### config.mk
export PLATFORM = sky130hd
export DESIGN_NAME = playfair_digraph_cipher_unit
export DESIGN_NICKNAME = d
export VERILOG_FILES = /design/src/hdl/pfc_pkg.sv /design/src/hdl/pfc_ctrl.sv /design/src/hdl/pfc_datapath.sv /design/src/hdl/playfair_digraph_cipher_unit.sv
export SDC_FILE = /design/constraint.sdc
export NUM_CORES = 1
export LEC_CHECK = 0
export CAP_MARGIN = 20
export CELL_PAD_IN_SITES_DETAIL_PLACEMENT = 0
export CELL_PAD_IN_SITES_GLOBAL_PLACEMENT = 1
export CORE_UTILIZATION = 40
export CTS_BUF_LIST = sky130_fd_sc_hd__clkbuf_8 sky130_fd_sc_hd__clkbuf_16
export CTS_CLUSTER_DIAMETER = 100
export CTS_CLUSTER_SIZE = 8
export DETAILED_ROUTE_END_ITERATION = 10
export DONT_BUFFER_PORTS = 1
export GPL_TIMING_DRIVEN = 1
export PLACE_DENSITY_LB_ADDON = 0.1
export SLEW_MARGIN = 0
export SYNTH_ARGS = -nofsm -noshare
export SYNTH_HDL_FRONTEND = slang
export SYNTH_SLANG_ARGS = --single-unit
### constraint.sdc
create_clock -name clk -period 5.1 [get_ports clk]
set_clock_uncertainty 0.2 [all_clocks]
set_input_delay 1.02 -clock clk [delete_from_list [all_inputs] [get_ports clk]]
set_output_delay 1.02 -clock clk [all_outputs]
set_load 0.01 [all_outputs]
### src/hdl/pfc_pkg.sv
// Package for the Playfair digraph cipher unit: letter codes, opcodes,
// controller/datapath command and status structs, and square geometry helpers.
// No dependencies; imported by the controller, the datapath and the top level.
`timescale 1ns / 1ps
`default_nettype none

package pfc_pkg;

  // Square geometry
  localparam int SIDE    = 5;
  localparam int CELLS   = SIDE * SIDE;
  localparam int LETTERS = 26;

  typedef logic [4:0] letter_t;
  typedef logic [4:0] cell_t;
  typedef logic [2:0] coord_t;
  typedef logic [1:0] op_t;

  // Operation codes carried on the input tuser
  localparam op_t OP_KEY    = 2'd0;
  localparam op_t OP_FINISH = 2'd1;
  localparam op_t OP_MSG    = 2'd2;
  localparam op_t OP_END    = 2'd3;

  // Letter indexes (A = 0)
  localparam letter_t LETTER_I = 5'd8;
  localparam letter_t LETTER_J = 5'd9;
  localparam letter_t LETTER_Q = 5'd16;
  localparam letter_t LETTER_Z = 5'd25;
  localparam letter_t LETTER_X = 5'd23;

  // ASCII bounds
  localparam logic [7:0] ASCII_UP_A = 8'h41;
  localparam logic [7:0] ASCII_UP_Z = 8'h5A;
  localparam logic [7:0] ASCII_LO_A = 8'h61;
  localparam logic [7:0] ASCII_LO_Z = 8'h7A;
  localparam logic [6:0] ASCII_A7   = 7'h41;

  // Controller to datapath commands
  typedef struct packed {
    logic latch_in;
    logic place_key;
    logic fill_start;
    logic fill_step;
    logic set_ready;
    logic hold;
    logic pair_msg;
    logic pair_end;
    logic load_out;
  } dp_cmd_t;

  // Datapath to controller status
  typedef struct packed {
    op_t  op;
    logic letter_ok;
    logic square_ready;
    logic held_valid;
    logic k_last;
    logic out_busy;
  } dp_status_t;

  // Map an ASCII byte to a letter index with J folded into I; ok low for non-letters
  function automatic logic [5:0] fold_char(input logic [7:0] ch);
    logic [7:0] diff;
    logic       ok;
    letter_t    idx;
    diff = 8'd0;
    ok   = 1'b0;
    if (ch >= ASCII_UP_A && ch <= ASCII_UP_Z) begin
      diff = ch - ASCII_UP_A;
      ok   = 1'b1;
    end else if (ch >= ASCII_LO_A && ch <= ASCII_LO_Z) begin
      diff = ch - ASCII_LO_A;
      ok   = 1'b1;
    end
    idx = diff[4:0];
    if (idx == LETTER_J) begin
      idx = LETTER_I;
    end
    return {ok, idx};
  endfunction

  // Pad letter for a doubled or odd trailing letter
  function automatic letter_t pad_for(input letter_t a);
    return (a == LETTER_X) ? LETTER_Q : LETTER_X;
  endfunction

  // Row of a cell index 0..24
  function automatic coord_t cell_row(input cell_t c);
    coord_t r;
    priority if (c >= 5'd20) r = 3'd4;
    else if (c >= 5'd15)     r = 3'd3;
    else if (c >= 5'd10)     r = 3'd2;
    else if (c >= 5'd5)      r = 3'd1;
    else                     r = 3'd0;
    return r;
  endfunction

  // Column of a cell index 0..24
  function automatic coord_t cell_col(input cell_t c);
    cell_t t;
    t = c - 5'(cell_row(c)) * 5'(SIDE);
    return t[2:0];
  endfunction

  // Cell index from row and column
  function automatic cell_t cell_at(input coord_t r, input coord_t c);
    return 5'(r) * 5'(SIDE) + 5'(c);
  endfunction

  // Step one position with wraparound
  function automatic coord_t wrap_inc(input coord_t v);
    return (v == 3'(SIDE - 1)) ? 3'd0 : v + 3'd1;
  endfunction

endpackage

`default_nettype wire

### src/hdl/pfc_ctrl.sv
// Controller state machine for the Playfair cipher unit.
// Sequences key placement, square completion and digraph lookup; uses pfc_pkg.
`timescale 1ns / 1ps
`default_nettype none

module pfc_ctrl
  import pfc_pkg::*;
(
  input  wire logic       clk,
  input  wire logic       rst_n,
  input  wire logic       in_tvalid,
  output logic            in_tready,
  input  wire dp_status_t status,
  output dp_cmd_t         cmd
);

  localparam logic [2:0] S_IDLE   = 3'd0;
  localparam logic [2:0] S_DECODE = 3'd1;
  localparam logic [2:0] S_FILL   = 3'd2;
  localparam logic [2:0] S_LOOKUP = 3'd3;
  localparam logic [2:0] S_ADDR   = 3'd4;
  localparam logic [2:0] S_LOAD   = 3'd5;

  logic [2:0] state_r;
  logic [2:0] state_nxt;

  assign in_tready = (state_r == S_IDLE);

  // Next state and command decode
  always_comb begin
    state_nxt = state_r;
    cmd       = '0;
    unique case (state_r)
      S_IDLE: begin
        if (in_tvalid) begin
          cmd.latch_in = 1'b1;
          state_nxt    = S_DECODE;
        end
      end
      S_DECODE: begin
        state_nxt = S_IDLE;
        unique case (status.op)
          OP_KEY: begin
            cmd.place_key = !status.square_ready && status.letter_ok;
          end
          OP_FINISH: begin
            if (!status.square_ready) begin
              cmd.fill_start = 1'b1;
              state_nxt      = S_FILL;
            end
          end
          OP_MSG: begin
            if (status.square_ready && status.letter_ok) begin
              if (!status.held_valid) begin
                cmd.hold = 1'b1;
              end else begin
                cmd.pair_msg = 1'b1;
                state_nxt    = S_LOOKUP;
              end
            end
          end
          OP_END: begin
            if (status.square_ready && status.held_valid) begin
              cmd.pair_end = 1'b1;
              state_nxt    = S_LOOKUP;
            end
          end
          default: state_nxt = S_IDLE;
        endcase
      end
      S_FILL: begin
        cmd.fill_step = 1'b1;
        if (status.k_last) begin
          cmd.set_ready = 1'b1;
          state_nxt     = S_IDLE;
        end
      end
      S_LOOKUP: state_nxt = S_ADDR;
      S_ADDR:   state_nxt = S_LOAD;
      S_LOAD: begin
        if (!status.out_busy) begin
          cmd.load_out = 1'b1;
          state_nxt    = S_IDLE;
        end
      end
      default: state_nxt = S_IDLE;
    endcase
  end

  // State register
  always_ff @(posedge clk) begin
    if (!rst_n) begin
      state_r <= S_IDLE;
    end else begin
      state_r <= state_nxt;
    end
  end

endmodule

`default_nettype wire

### src/hdl/pfc_datapath.sv
// Datapath of the Playfair cipher unit: key square and letter position
// memories, used-letter map, pair registers and output stage; uses pfc_pkg.
`timescale 1ns / 1ps
`default_nettype none

module pfc_datapath
  import pfc_pkg::*;
(
  input  wire logic       clk,
  input  wire logic       rst_n,
  input  wire logic [7:0] in_tdata,
  input  wire logic [1:0] in_tuser,
  output logic            out_tvalid,
  input  wire logic       out_tready,
  output logic [7:0]      out_tdata,
  output logic            out_tlast,
  input  wire dp_cmd_t    cmd,
  output dp_status_t      status
);

  // Key square memories
  letter_t sq_mem   [CELLS];
  cell_t   cell_mem [LETTERS];

  op_t                op_r;
  letter_t            letter_r;
  logic               letter_ok_r;
  logic [LETTERS-1:0] used_r;
  cell_t              fill_r;
  logic               ready_r;
  letter_t            held_r;
  logic               held_valid_r;
  letter_t            k_r;
  letter_t            a_r;
  letter_t            b_r;
  cell_t              ca_r;
  cell_t              cb_r;
  letter_t            sq_x_r;
  letter_t            sq_y_r;
  letter_t            out_x_r;
  letter_t            out_y_r;
  logic               out_busy_r;
  logic               out_second_r;

  logic [5:0] folded;
  letter_t    place_src;
  logic       do_place;
  logic       same_letter;
  coord_t     r1, c1, r2, c2;
  cell_t      cx, cy;
  logic       out_pop;

  assign folded      = fold_char(in_tdata);
  assign same_letter = (letter_r == held_r);

  // Pick the letter to place and check that it fits
  assign place_src = cmd.place_key ? letter_r : k_r;
  assign do_place  = (cmd.place_key || (cmd.fill_step && k_r != LETTER_J))
                     && !used_r[place_src] && (fill_r < 5'(CELLS));

  // Latch the accepted word
  always_ff @(posedge clk) begin
    if (cmd.latch_in) begin
      op_r        <= in_tuser;
      letter_r    <= folded[4:0];
      letter_ok_r <= folded[5];
    end
  end

  // Write both square memories on a placement
  always_ff @(posedge clk) begin
    if (do_place) begin
      sq_mem[fill_r]      <= place_src;
      cell_mem[place_src] <= fill_r;
    end
  end

  // Look up letter positions, then the replacement letters
  always_ff @(posedge clk) begin
    ca_r   <= cell_mem[a_r];
    cb_r   <= cell_mem[b_r];
    sq_x_r <= sq_mem[cx];
    sq_y_r <= sq_mem[cy];
  end

  // Apply the same-row, same-column or rectangle rule
  always_comb begin
    r1 = cell_row(ca_r);
    c1 = cell_col(ca_r);
    r2 = cell_row(cb_r);
    c2 = cell_col(cb_r);
    priority if (r1 == r2) begin
      cx = cell_at(r1, wrap_inc(c1));
      cy = cell_at(r2, wrap_inc(c2));
    end else if (c1 == c2) begin
      cx = cell_at(wrap_inc(r1), c1);
      cy = cell_at(wrap_inc(r2), c2);
    end else begin
      cx = cell_at(r1, c2);
      cy = cell_at(r2, c1);
    end
  end

  // Square build control state
  always_ff @(posedge clk) begin
    if (!rst_n) begin
      used_r  <= '0;
      fill_r  <= '0;
      ready_r <= 1'b0;
      k_r     <= '0;
    end else begin
      if (do_place) begin
        used_r[place_src] <= 1'b1;
        fill_r            <= fill_r + 5'd1;
      end
      if (cmd.fill_start) begin
        k_r <= '0;
      end else if (cmd.fill_step) begin
        k_r <= k_r + 5'd1;
      end
      if (cmd.set_ready) begin
        ready_r <= 1'b1;
      end
    end
  end

  // Held letter and pair formation
  always_ff @(posedge clk) begin
    if (!rst_n) begin
      held_r       <= '0;
      held_valid_r <= 1'b0;
    end else begin
      if (cmd.hold) begin
        held_r       <= letter_r;
        held_valid_r <= 1'b1;
      end else if (cmd.pair_msg) begin
        if (!same_letter) begin
          held_r       <= '0;
          held_valid_r <= 1'b0;
        end
      end else if (cmd.pair_end) begin
        held_r       <= '0;
        held_valid_r <= 1'b0;
      end
    end
  end

  always_ff @(posedge clk) begin
    if (cmd.pair_msg) begin
      a_r <= held_r;
      b_r <= same_letter ? pad_for(held_r) : letter_r;
    end else if (cmd.pair_end) begin
      a_r <= held_r;
      b_r <= pad_for(held_r);
    end
  end

  // Output stage: two words per digraph
  assign out_pop = out_busy_r && out_tready;

  always_ff @(posedge clk) begin
    if (!rst_n) begin
      out_busy_r   <= 1'b0;
      out_second_r <= 1'b0;
    end else begin
      if (cmd.load_out) begin
        out_busy_r   <= 1'b1;
        out_second_r <= 1'b0;
      end else if (out_pop) begin
        if (out_second_r) begin
          out_busy_r   <= 1'b0;
          out_second_r <= 1'b0;
        end else begin
          out_second_r <= 1'b1;
        end
      end
    end
  end

  always_ff @(posedge clk) begin
    if (cmd.load_out) begin
      out_x_r <= sq_x_r;
      out_y_r <= sq_y_r;
    end
  end

  assign out_tvalid = out_busy_r;
  assign out_tlast  = out_second_r;
  assign out_tdata  = {1'b0, ASCII_A7 + 7'(out_second_r ? out_y_r : out_x_r)};

  // Status to the controller
  assign status.op           = op_r;
  assign status.letter_ok    = letter_ok_r;
  assign status.square_ready = ready_r;
  assign status.held_valid   = held_valid_r;
  assign status.k_last       = (k_r == LETTER_Z);
  assign status.out_busy     = out_busy_r;

endmodule

`default_nettype wire

### src/hdl/playfair_digraph_cipher_unit.sv
// Top level of the Playfair digraph cipher unit: controller plus datapath.
// Depends on pfc_pkg, pfc_ctrl and pfc_datapath.
//
// Usage: build the key square, then stream the message.
//   Input channel in_*: tuser = op (0 key char, 1 finish square, 2 message
//   char, 3 end of message), tdata = ASCII character byte.
//   Result channel out_*: tdata[6:0] = cipher letter 'A'..'Z', tlast marks
//   the second letter of each encrypted digraph.
// One word is taken at a time; in_tready is high while the controller idles.
//   Key character: accepted, then placed.
//   Finish: accept, decode, then a walk over the 26 letters, one letter per cycle.
//   Message letter that closes a pair: accept, decode, then the two registered
//   memory reads (letter positions, then replacement letters), then the output load.
//   Other message words: accepted, then decoded.
// A digraph sits in the output stage while the next words are taken; a
// following pair waits in its last step until the stage has drained, so
// out_tready low stalls the input only once a second pair is ready.
// Reset clears the used-letter map, fill count, square-ready flag, held
// letter and output stage; the square memories need no clearing.
`timescale 1ns / 1ps
`default_nettype none

module playfair_digraph_cipher_unit
  import pfc_pkg::*;
(
  input  wire logic       clk,
  input  wire logic       rst_n,
  input  wire logic       in_tvalid,
  output logic            in_tready,
  input  wire logic [7:0] in_tdata,   // [7:0] char_in
  input  wire logic [1:0] in_tuser,   // [1:0] op
  output logic            out_tvalid,
  input  wire logic       out_tready,
  output logic [7:0]      out_tdata,  // [6:0] cipher_char, [7] zero
  output logic            out_tlast   // pair_last
);

  dp_cmd_t    cmd;
  dp_status_t status;

  pfc_ctrl u_ctrl (
    .clk       (clk),
    .rst_n     (rst_n),
    .in_tvalid (in_tvalid),
    .in_tready (in_tready),
    .status    (status),
    .cmd       (cmd)
  );

  pfc_datapath u_datapath (
    .clk        (clk),
    .rst_n      (rst_n),
    .in_tdata   (in_tdata),
    .in_tuser   (in_tuser),
    .out_tvalid (out_tvalid),
    .out_tready (out_tready),
    .out_tdata  (out_tdata),
    .out_tlast  (out_tlast),
    .cmd        (cmd),
    .status     (status)
  );

endmodule

`default_nettype wire

==> results of run 1 <==
-- worst max-delay path: cells and delay by family, from the launching register on --
family | cells | cell delay [ns]
adders and majority gates | 4 | 1.07
DFF | 1 | 0.38
muxes | 1 | 0.09
buffers and inverters | 2 | 0.22
and+or+nand+nor | 7 | 1.67
xor gates and xnor gates | 1 | 0.15
AOI/OAI and AO/OA | 5 | 0.87
-- repair_timing --
item	CTS	global route
buffers inserted	0	1
setup endpoints to repair	0	10
resized for setup	0	33
-- state kept, by name (all words and copies together), names as in the netlist, 2 cells and up --
signal and count:
u_datapath.sq_x_r 5, u_datapath.a_r 5, u_datapath.cell_mem 130, u_datapath.sq_mem 125, u_ctrl.state_r 3, u_datapath.op_r 2, u_datapath.out_x_r 5, u_datapath.cb_r 5
u_datapath.b_r 5, u_datapath.fill_r 5, u_datapath.k_r 5, u_datapath.used_r 26, u_datapath.ca_r 5, u_datapath.letter_r 5, u_datapath.held_r 5, u_datapath.sq_y_r 5
u_datapath.out_y_r 5
-- Yosys cell counts (12+ instances only) --
library cell / number / area (um2)
a21oi_1: 56 / 280
nor3_1: 30 / 150
nand2_1: 123 / 462
xnor2_1: 20 / 175
mux2i_1: 113 / 1130
o22ai_1: 20 / 125
ha_1: 46 / 576
nand4_1: 18 / 113
or3_1: 12 / 75.1
a211oi_1: 14 / 105
nor2b_1: 26 / 163
nor2_1: 86 / 323
o21a_1: 35 / 263
buf_2: 19 / 95.1
dfxtp_1: 68 / 1360
clkbuf_1: 35 / 131
inv_1: 42 / 158
and2_1: 19 / 119
nand2b_1: 13 / 81.3
edfxtp_1: 283 / 8500
mux2_2: 14 / 158
mux4_2: 78 / 1760
xor2_1: 18 / 158
o21ai_0: 16 / 80.1
nand3_1: 19 / 95.1
-- logic make-up after synthesis --
group | count (synthesis)
buffers and inverters | 113
flip-flops | 351
adder cells (fa/ha/maj) | 54
AND/OR/NAND/NOR | 378
XOR/XNOR | 38
multiplexers | 207
other | 2
AO/OA/AOI/OAI | 208
-- how the worst min path moves through the flow --
stage                       endpoint  slack (ns)  cells past startpoint
2_1_floorplan  u_datapath.out_x_r[0]        0.19                      0
3_3_place_gp   u_datapath.out_x_r[4]        0.19                      0
3_5_place_dp   u_datapath.out_x_r[4]        0.19                      0
4_1_cts        u_datapath.out_x_r[4]        0.21                      0
5_1_grt        u_datapath.out_x_r[0]        0.22                      0
6_report       u_datapath.out_x_r[0]        0.21                      0
-- power by group --
part / internal (mW) / leakage, nW / switching [mW] / total [mW]
Combinational: 0.0347 / 3.31 / 0.0581 / 0.0928
Clock: 1.75 / 0.840 / 1.23 / 2.99
Sequential: 3.08 / 3.24 / 0.0118 / 3.09
-- cell type report --
class | instances | area, um2 | share of cell area
repair buffers | 72 | 619 | 0.0304
flip-flops and latches | 351 | 9860 | 0.485
inverters | 43 | 161 | 0.00793
well taps | 585 | 732 | 0.0360
clock buffers | 50 | 1250 | 0.0615
clock inverters | 41 | 185 | 0.00910
multi-input cells | 887 | 7530 | 0.370
-- per-layer routing --
metal	global-route usage	up-vias	routed length, um
met1	0.284	5586	21000
met5	0	-	0
met4	0.0779	0	1400
li1	-	5281	-
met2	0.342	265	22100
met3	0.0307	74	1950
-- metrics by stage --
stage	std cells	area (um2)	hold slack (ns)
2_1_floorplan	1351	17800	0.186
3_3_place_gp	1937	18800	0.190
3_5_place_dp	1937	18800	0.191
4_1_cts	2028	20200	0.210
5_1_grt	2029	20300	0.218
6_report	2029	20300	0.210
==> results.json, run 1 <==
{
  "drt_pass1_iterations": 6,
  "p_leak_nw": 7.39,
  "layout_common_cells": "283 x edfxtp_1, 122 x nand2_1, 113 x mux2i_1, 86 x nor2_1, 81 x inv_1",
  "yosysUniqueCellTypes": 68,
  "cts_made_buffers": 49,
  "vias": 11200,
  "nets": 1472,
  "tightest_slew_ns": 1.05,
  "io_buffers": 0,
  "die_y_um": 213,
  "postSynthAreaPerCell_um2": 13.2,
  "powerDensity_nw_per_um2": 303,
  "wl_per_cell_um": 22.9,
  "synth_top_family_by_area": "multiplexers",
  "place_hpwl_mm": 32.6,
  "syn-cell-area_um2": 17800,
  "row_count": 76,
  "fillers": 3888,
  "synth_edf_count": 283,
  "arrival_ns": 5.03,
  "min_from": "u_datapath.sq_x_r[0]",
  "syn-instance-count": 1351,
  "status": "completed",
  "grt_max_degree": 45,
  "cpPeakStageDelay_ns": 0.44,
  "antenna_found_initial": 0,
  "synth_compound_area_frac": 0.0803,
  "critPathLaunch": "u_datapath.ca_r[0]",
  "crit_slowest_cell": "nor3_1",
  "yosysWarnings": 0,
  "critPathKind": "register to register",
  "fin_util": 0.468,
  "clk_pin_slew_worst_paths_ns": 0.05,
  "reg2reg_depth": 20,
  "synth.area.mux_share": 0.173,
  "synthSimpleGateAreaFrac": 0.103,
  "slew_viol_final": 0,
  "syn_nets": 1419,
  "core_um2": 43500,
  "max-clock-path-buffers": 3,
  "grt.total_usage": 0.210,
  "final_common_cell": "edfxtp_1",
  "end_kind": "register",
  "totalPowerFinal_mw": 6.17,
  "path_cells": "nor2_1, o21ai_0, a221o_1, and2_1, ha_1, inv_1, fa_2, or3_1, nand2_1, ha_1, ha_1, a21o_1, a21oi_1, xnor2_1, mux2i_1, o21a_1, buf_4, nand2b_1, nor3_1, nor3_1",
  "clock_latency_ns": 0.59,
  "hold_class": "register to register",
  "critPathRequiredTime_ns": 5.34,
  "r2r_slack_ns": 0.31,
  "synth-xor-area-share": 0.0187,
  "htree_num_levels": 2,
  "worst_path_most_repeated_cell": "ha_1",
  "ys_seq_area_frac": 0.554,
  "crit-reg2reg-capture": "u_datapath.sq_x_r[1]",
  "syn_to_final_growth_pct": 14.4,
  "antenna_left": 0,
  "finalHoldViolCount": 0,
  "io_pins": 25,
  "drive_gt1_frac": 0.175,
  "cp_max_fo": 9,
  "grt_pass1_vias": 11500,
  "tns_ns": 0,
  "first_iter_violations": 838,
  "synthFlopType": "edfxtp_1",
  "setup_viol_count_final": 0,
  "startpoint_type": "register",
  "max-slew-margin-rel": 0.298,
  "setup_slack_ns": 0.307,
  "grt_first_pass_wirelength_mm": 70.4,
  "routed_wl_mm": 46.5,
  "rsz0062_at_grt": "no",
  "reg2reg_from": "u_datapath.ca_r[0]",
  "place_ws_ns": 0.0710,
  "globalRouteOverflowTotal": 0,
  "start_util": 0.409,
  "period_share": 0.940,
  "tritoncts": "built",
  "cap_violations": 0,
  "async_flop_share": 0,
  "vias_per_cell": 5.52,
  "ys_ff_latch": 351,
  "dieArea_um2": 45300,
  "chipWidth_um": 213,
  "cts-root-buf": "clkbuf_16",
  "crit_path_end": "u_datapath.sq_x_r[1]",
  "clock-sinks": 351,
  "peakVddDrop_mv": 0.245,
  "synthAdderAreaFrac": 0.0414,
  "fin_crit_ns": 4.79,
  "antenna_cells": 0,
  "place.gp.congestion": 0.844,
  "fmax_mhz": 209,
  "postCtsHoldBufs": 0,
  "route.detailed.drc": 0
}
(Power assumes the default switching activity.)
==> run 2, diff against run 1 <==
- REMOVE_ABC_BUFFERS: unset -> 1
==> results.json, run 2 (synthesized netlist as in run 1, its figures left out) <==
{
  "rsz0062_at_grt": "no",
  "min_path_cells": 0,
  "io_pins": 25,
  "critPathRequiredTime_ns": 5.37,
  "top_register": "u_datapath.cell_mem",
  "first_iter_violations": 845,
  "syn_to_final_growth_pct": 16.7,
  "tns_ns": 0,
  "globalRouteOverflowTotal": 0,
  "fmax_mhz": 207,
  "peakVddDrop_mv": 0.278,
  "critPathKind": "register to register",
  "slew_viol_final": 0,
  "route.detailed.drc": 0,
  "postCtsHoldBufs": 0,
  "place.gp.congestion": 0.846,
  "wl_per_cell_um": 22.8,
  "io_buffers": 0,
  "dieArea_um2": 45300,
  "clock_latency_ns": 0.57,
  "grt_max_degree": 45,
  "final_common_cell": "edfxtp_1",
  "tightest_slew_ns": 1.04,
  "cp_max_fo": 15,
  "clock-sinks": 351,
  "fillers": 3883,
  "grt.total_usage": 0.212,
  "hold_class": "register to register",
  "die_y_um": 213,
  "multi_input_area_um2": 7630,
  "setup_slack_ns": 0.269,
  "fin_util": 0.477,
  "max-clock-path-buffers": 3,
  "post-route-cell-area_um2": 20700,
  "routed_wl_mm": 47.0,
  "clk_pin_slew_worst_paths_ns": 0.05,
  "period_share": 0.947,
  "r2r_slack_ns": 0.27,
  "status": "completed",
  "place_hpwl_mm": 32.2,
  "vias": 11400,
  "antenna_left": 0,
  "crit-reg2reg-capture": "u_datapath.sq_y_r[3]",
  "grt_first_pass_wirelength_mm": 71.2,
  "layout_common_cells": "283 x edfxtp_1, 118 x nand2_1, 111 x mux2i_1, 88 x buf_4, 85 x nor2_1",
  "tritoncts": "built",
  "nets": 1501,
  "cap_violations": 0,
  "place_area_um2": 18900,
  "core_um2": 43500,
  "drive_gt1_frac": 0.202,
  "setup_viol_count_final": 0,
  "htree_num_levels": 2,
  "reg2reg_from": "u_datapath.cb_r[1]",
  "antenna_cells": 0,
  "seqCellArea_um2": 9860,
  "startpoint_type": "register",
  "p_leak_nw": 7.61,
  "reg_top3": "u_datapath.cell_mem (130), u_datapath.sq_mem (125), u_datapath.used_r (26)",
  "fin_crit_ns": 4.83,
  "arrival_ns": 5.10,
  "powerDensity_nw_per_um2": 298,
  "drt_pass1_iterations": 5,
  "start_util": 0.409,
  "max-slew-margin-rel": 0.307,
  "row_count": 76,
  "cts_made_buffers": 49,
  "place_ws_ns": -0.276,
  "finalHoldViolCount": 0,
  "chipWidth_um": 213,
  "reg2reg_depth": 22,
  "hold_end": "u_datapath.out_x_r[4]",
  "largest_reg_flops": 130,
  "vias_per_cell": 5.53,
  "end_kind": "register",
  "cts-root-buf": "clkbuf_16",
  "grt_pass1_vias": 11600,
  "min_from": "u_datapath.sq_x_r[4]",
  "antenna_found_initial": 0
}
==> run 2: how the worst max path moves through the flow <==
stage / cells after the start / to / slack (ns) / from
finish: 22 / u_datapath.sq_y_r[3] / 0.27 / u_datapath.cb_r[1]
global route: 22 / u_datapath.sq_y_r[4] / 0.006 / u_datapath.cb_r[1]
CTS: 18 / u_datapath.sq_y_r[1] / 0.01 / u_datapath.cb_r[3]
detailed placement: 18 / u_datapath.sq_y_r[1] / -0.28 / u_datapath.cb_r[3]
global placement: 20 / u_datapath.sq_x_r[2] / -0.19 / u_datapath.cb_r[3]
floorplan: 17 / u_datapath.sq_x_r[3] / -0.55 / u_datapath.cb_r[3]
==> run 2: layer usage <==
| metal | track usage | vias to the layer above | share of wire | wire [um] |
|---|---|---|---|---|
| met5 | 0 | - | 0 | 0 |
| met1 | 0.292 | 5702 | 0.46 | 21500 |
| met4 | 0.0769 | 0 | 0.031 | 1440 |
| met3 | 0.0319 | 85 | 0.041 | 1920 |
| li1 | - | 5349 | - | - |
| met2 | 0.339 | 248 | 0.47 | 22200 |
==> run 2: power by group <==
group / internal, mW / total (mW) / switching, mW
Clock: 1.76 / 2.99 / 1.24
Sequential: 3.08 / 3.09 / 0.0112
Combinational: 0.0385 / 0.0989 / 0.0604
Total: 4.88 / 6.19 / 1.31
==> run 2: timing repair <==
item,CTS,global route
gates cloned,0,3
gates resized for setup,1,60
pin swaps,0,7
setup endpoints to repair,10,10
setup buffers,0,12
==> run 2: through the flow <==
step                      hold WS [ns]  cells  power [mW]
after floorplan                  0.186   1281        3.20
after global placement           0.195   1951        3.24
after detailed placement         0.200   1952        3.24
after CTS                        0.213   2044        6.25
after global routing             0.217   2059        6.37
final                            0.210   2059        6.19
==> run 2: area by class of cell <==
class | instances | share of cell area
Sequential cell | 351 | 0.475
Multi-Input combinational cell | 887 | 0.368
Clock buffer | 50 | 0.0603
Timing Repair Buffer | 101 | 0.0447
Tap cell | 585 | 0.0353
Clock inverter | 42 | 0.00899
Inverter | 43 | 0.00778
==> run 2: critical path: stages (launching register included) <==
cell and delay [ns]:
dfxtp_1 0.39, buf_4 0.15, nor2_1 0.05, a221o_1 0.30
and2_1 0.15, ha_1 0.17, inv_1 0.08, fa_2 0.23
inv_1 0.05, a2111oi_2 0.26, and4b_1 0.25, buf_4 0.18
a21oi_2 0.15, ha_2 0.19, inv_1 0.05, fa_1 0.47
nand2_2 0.12, o21a_4 0.18, buf_12 0.17, buf_4 0.14
mux4_2 0.53, o22ai_1 0.18, a211oi_1 0.07
==> run 3, diff against run 2 <==
- SYNTH_HIERARCHICAL: unset -> 1
==> results.json, run 3 <==
{
  "wl_per_cell_um": 23.5,
  "grt_first_pass_wirelength_mm": 76.3,
  "synthAdderAreaFrac": 0.0413,
  "chipWidth_um": 215,
  "io_buffers": 0,
  "peakVddDrop_mv": 0.223,
  "end_kind": "register",
  "period_share": 0.955,
  "powerDensity_nw_per_um2": 299,
  "synth-xor-area-share": 0.0164,
  "hold_class": "register to register",
  "top_register": "u_datapath/cell_mem",
  "synthTopCellsByCount": "283 x edfxtp_1, 134 x nand2_1, 106 x nor2_1",
  "antenna_left": 0,
  "combinationalPowerShare": 0.023,
  "ys_seq_area_frac": 0.545,
  "antenna_found_initial": 1,
  "syn-instance-count": 1434,
  "seqPwrFrac": 0.498,
  "synthFlopType": "edfxtp_1",
  "yosysUniqueCellTypes": 86,
  "fin_crit_ns": 4.87,
  "synthSimpleGateAreaFrac": 0.113,
  "yosysWarnings": 6,
  "min_path_cells": 0,
  "switching_power_mw": 1.36,
  "grtUsageMet3": 0.0363,
  "synth_compound_area_frac": 0.109,
  "grt_pass1_vias": 12400,
  "synth.most_common_cell": "edfxtp_1",
  "async_flop_share": 0,
  "cts_made_buffers": 49,
  "critPathKind": "register to register",
  "rsz0062_at_grt": "yes",
  "drt_pass1_iterations": 5,
  "postCtsHoldBufs": 0,
  "status": "completed",
  "place_hpwl_mm": 34.7,
  "synth_top_area_cell": "edfxtp_1",
  "core_um2": 44400,
  "dieArea_um2": 46100,
  "tightest_slew_ns": 0.997,
  "syn-cell-area_um2": 18100,
  "clock_latency_ns": 0.60,
  "postSynthAreaPerCell_um2": 12.6,
  "vias": 12100,
  "r2r_slack_ns": 0.23,
  "place_ws_ns": -0.0651,
  "setup_slack_ns": 0.228,
  "synth_top_area_share": 0.470,
  "intPower_mw": 4.88,
  "synth.area.mux_share": 0.142,
  "final_common_cell": "edfxtp_1",
  "startpoint_type": "register",
  "syn_to_final_growth_pct": 15.3,
  "arrival_ns": 5.14,
  "post_cts_buffers": 0,
  "ys_ff_latch": 351,
  "critPathRequiredTime_ns": 5.37,
  "tritoncts": "built",
  "gr-max-usage-layer": "met2",
  "reg_top3": "u_datapath/cell_mem (130), u_datapath/sq_mem (125), u_datapath/used_r (26)",
  "htree_num_levels": 2,
  "cap_violations": 0,
  "clk_pin_slew_worst_paths_ns": 0.05,
  "max-slew-margin-rel": 0.334,
  "max-clock-path-buffers": 3,
  "io_pins": 25,
  "route.detailed.drc": 0,
  "row_count": 77,
  "p_leak_nw": 7.57,
  "first_iter_violations": 988,
  "largest_reg_flops": 130,
  "slew_viol_final": 0,
  "synth_edf_count": 283,
  "place.gp.congestion": 0.874,
  "routed_wl_mm": 50.2,
  "totalPowerFinal_mw": 6.23,
  "drive_gt1_frac": 0.191,
  "reg2reg_depth": 19,
  "cp_max_fo": 26,
  "synth_top_family_by_area": "multiplexers",
  "setup_viol_count_final": 0,
  "nets": 1574,
  "die_y_um": 215,
  "finalHoldViolCount": 0,
  "clock-sinks": 351,
  "start_util": 0.407,
  "vias_per_cell": 5.67,
  "p_sw_frac": 0.218,
  "grt_max_degree": 52,
  "yosys-top-cells-area": "edfxtp_1 47%, mux4_2 9.3%, dfxtp_1 7.5%",
  "grtUsageMet2": 0.354,
  "globalRouteOverflowTotal": 0,
  "layout_common_cells": "283 x edfxtp_1, 134 x nand2_1, 102 x nor2_1, 92 x inv_1, 89 x buf_4",
  "grt.total_usage": 0.220,
  "fmax_mhz": 205,
  "grtUsageMet1": 0.301,
  "cts-root-buf": "clkbuf_16",
  "p_clk_frac": 0.478
}
==> run 3: what timing repair did <==
item	CTS	global route
pin swaps	0	3
hold endpoints to repair	0	0
endpoints found under the setup margin	2	10
resized for setup	3	22
==> run 3: kinds of logic after synthesis <==
logic type	Yosys count
multiplexers	161
AO/OA/AOI/OAI	274
other	2
flip-flops	351
AND/OR/NAND/NOR	426
XOR/XNOR	33
adder cells (fa/ha/maj)	55
buffers and inverters	132
==> run 3: stage by stage <==
| stage | hold slack (ns) | util | cell area, um2 | setup TNS, ns | cells |
|---|---|---|---|---|---|
| after detailed placement | 0.198 | 0.434 | 19300 | -0.112 | 2046 |
| final | 0.209 | 0.469 | 20800 | 0 | 2140 |
| after global routing | 0.224 | 0.469 | 20800 | -0.138 | 2139 |
| after floorplan | 0.186 | - | 17700 | -66.00 | 1356 |
| after CTS | 0.218 | 0.467 | 20700 | 0 | 2138 |
| after global placement | 0.188 | 0.434 | 19300 | -0.0400 | 2046 |
==> run 3: final cells by class <==
cell class,count,area [um2]
sequential,351,9860
tap,592,741
clock buffer,49,1230
multi-input combinational,951,7750
clock inverter,43,209
inverter,54,203
antenna,1,2.50
timing repair buffer,99,851
fill,3985,23600
==> run 3: metal layers <==
| layer | part of all wire | vias up | routed length [um] |
|---|---|---|---|
| li1 | - | 5621 | - |
| met3 | 0.054 | 91 | 2730 |
| met1 | 0.45 | 6071 | 22600 |
| met5 | 0 | - | 0 |
| met4 | 0.028 | 0 | 1420 |
| met2 | 0.47 | 341 | 23500 |
==> run 3: final timing paths <==
kind,startpoint,end
max,u_datapath/cb_r[3],u_datapath/sq_y_r[1]
min,u_datapath/sq_y_r[1],u_datapath/out_y_r[1]
max reg2reg,u_datapath/cb_r[3],u_datapath/sq_y_r[1]
min reg2reg,u_datapath/sq_y_r[1],u_datapath/out_y_r[1]
==> run 3: power groups by stage <==
| stage | clock network, mW | logic, mW | registers (mW) |
|---|---|---|---|
| after floorplan | 0 | 0.0895 | 3.16 |
| after global placement | 0 | 0.144 | 3.16 |
| after detailed placement | 0 | 0.144 | 3.16 |
| after CTS | 3.06 | 0.144 | 3.11 |
| after global routing | 3.16 | 0.159 | 3.10 |
| final | 2.98 | 0.146 | 3.11 |
==> run 3: critical path, stage by stage, from the launching register on <==
cell,delay (ns)
dfxtp_1,0.40
inv_2,0.05
maj3_2,0.33
a221oi_4,0.29
nor2_1,0.09
ha_1,0.18
inv_1,0.07
fa_2,0.51
ha_1,0.34
ha_1,0.24
inv_1,0.08
fa_1,0.42
nand4_1,0.09
o211ai_1,0.17
nand2_1,0.19
buf_12,0.21
mux2i_2,0.24
o211ai_1,0.11
o221a_2,0.32
o211a_1,0.23
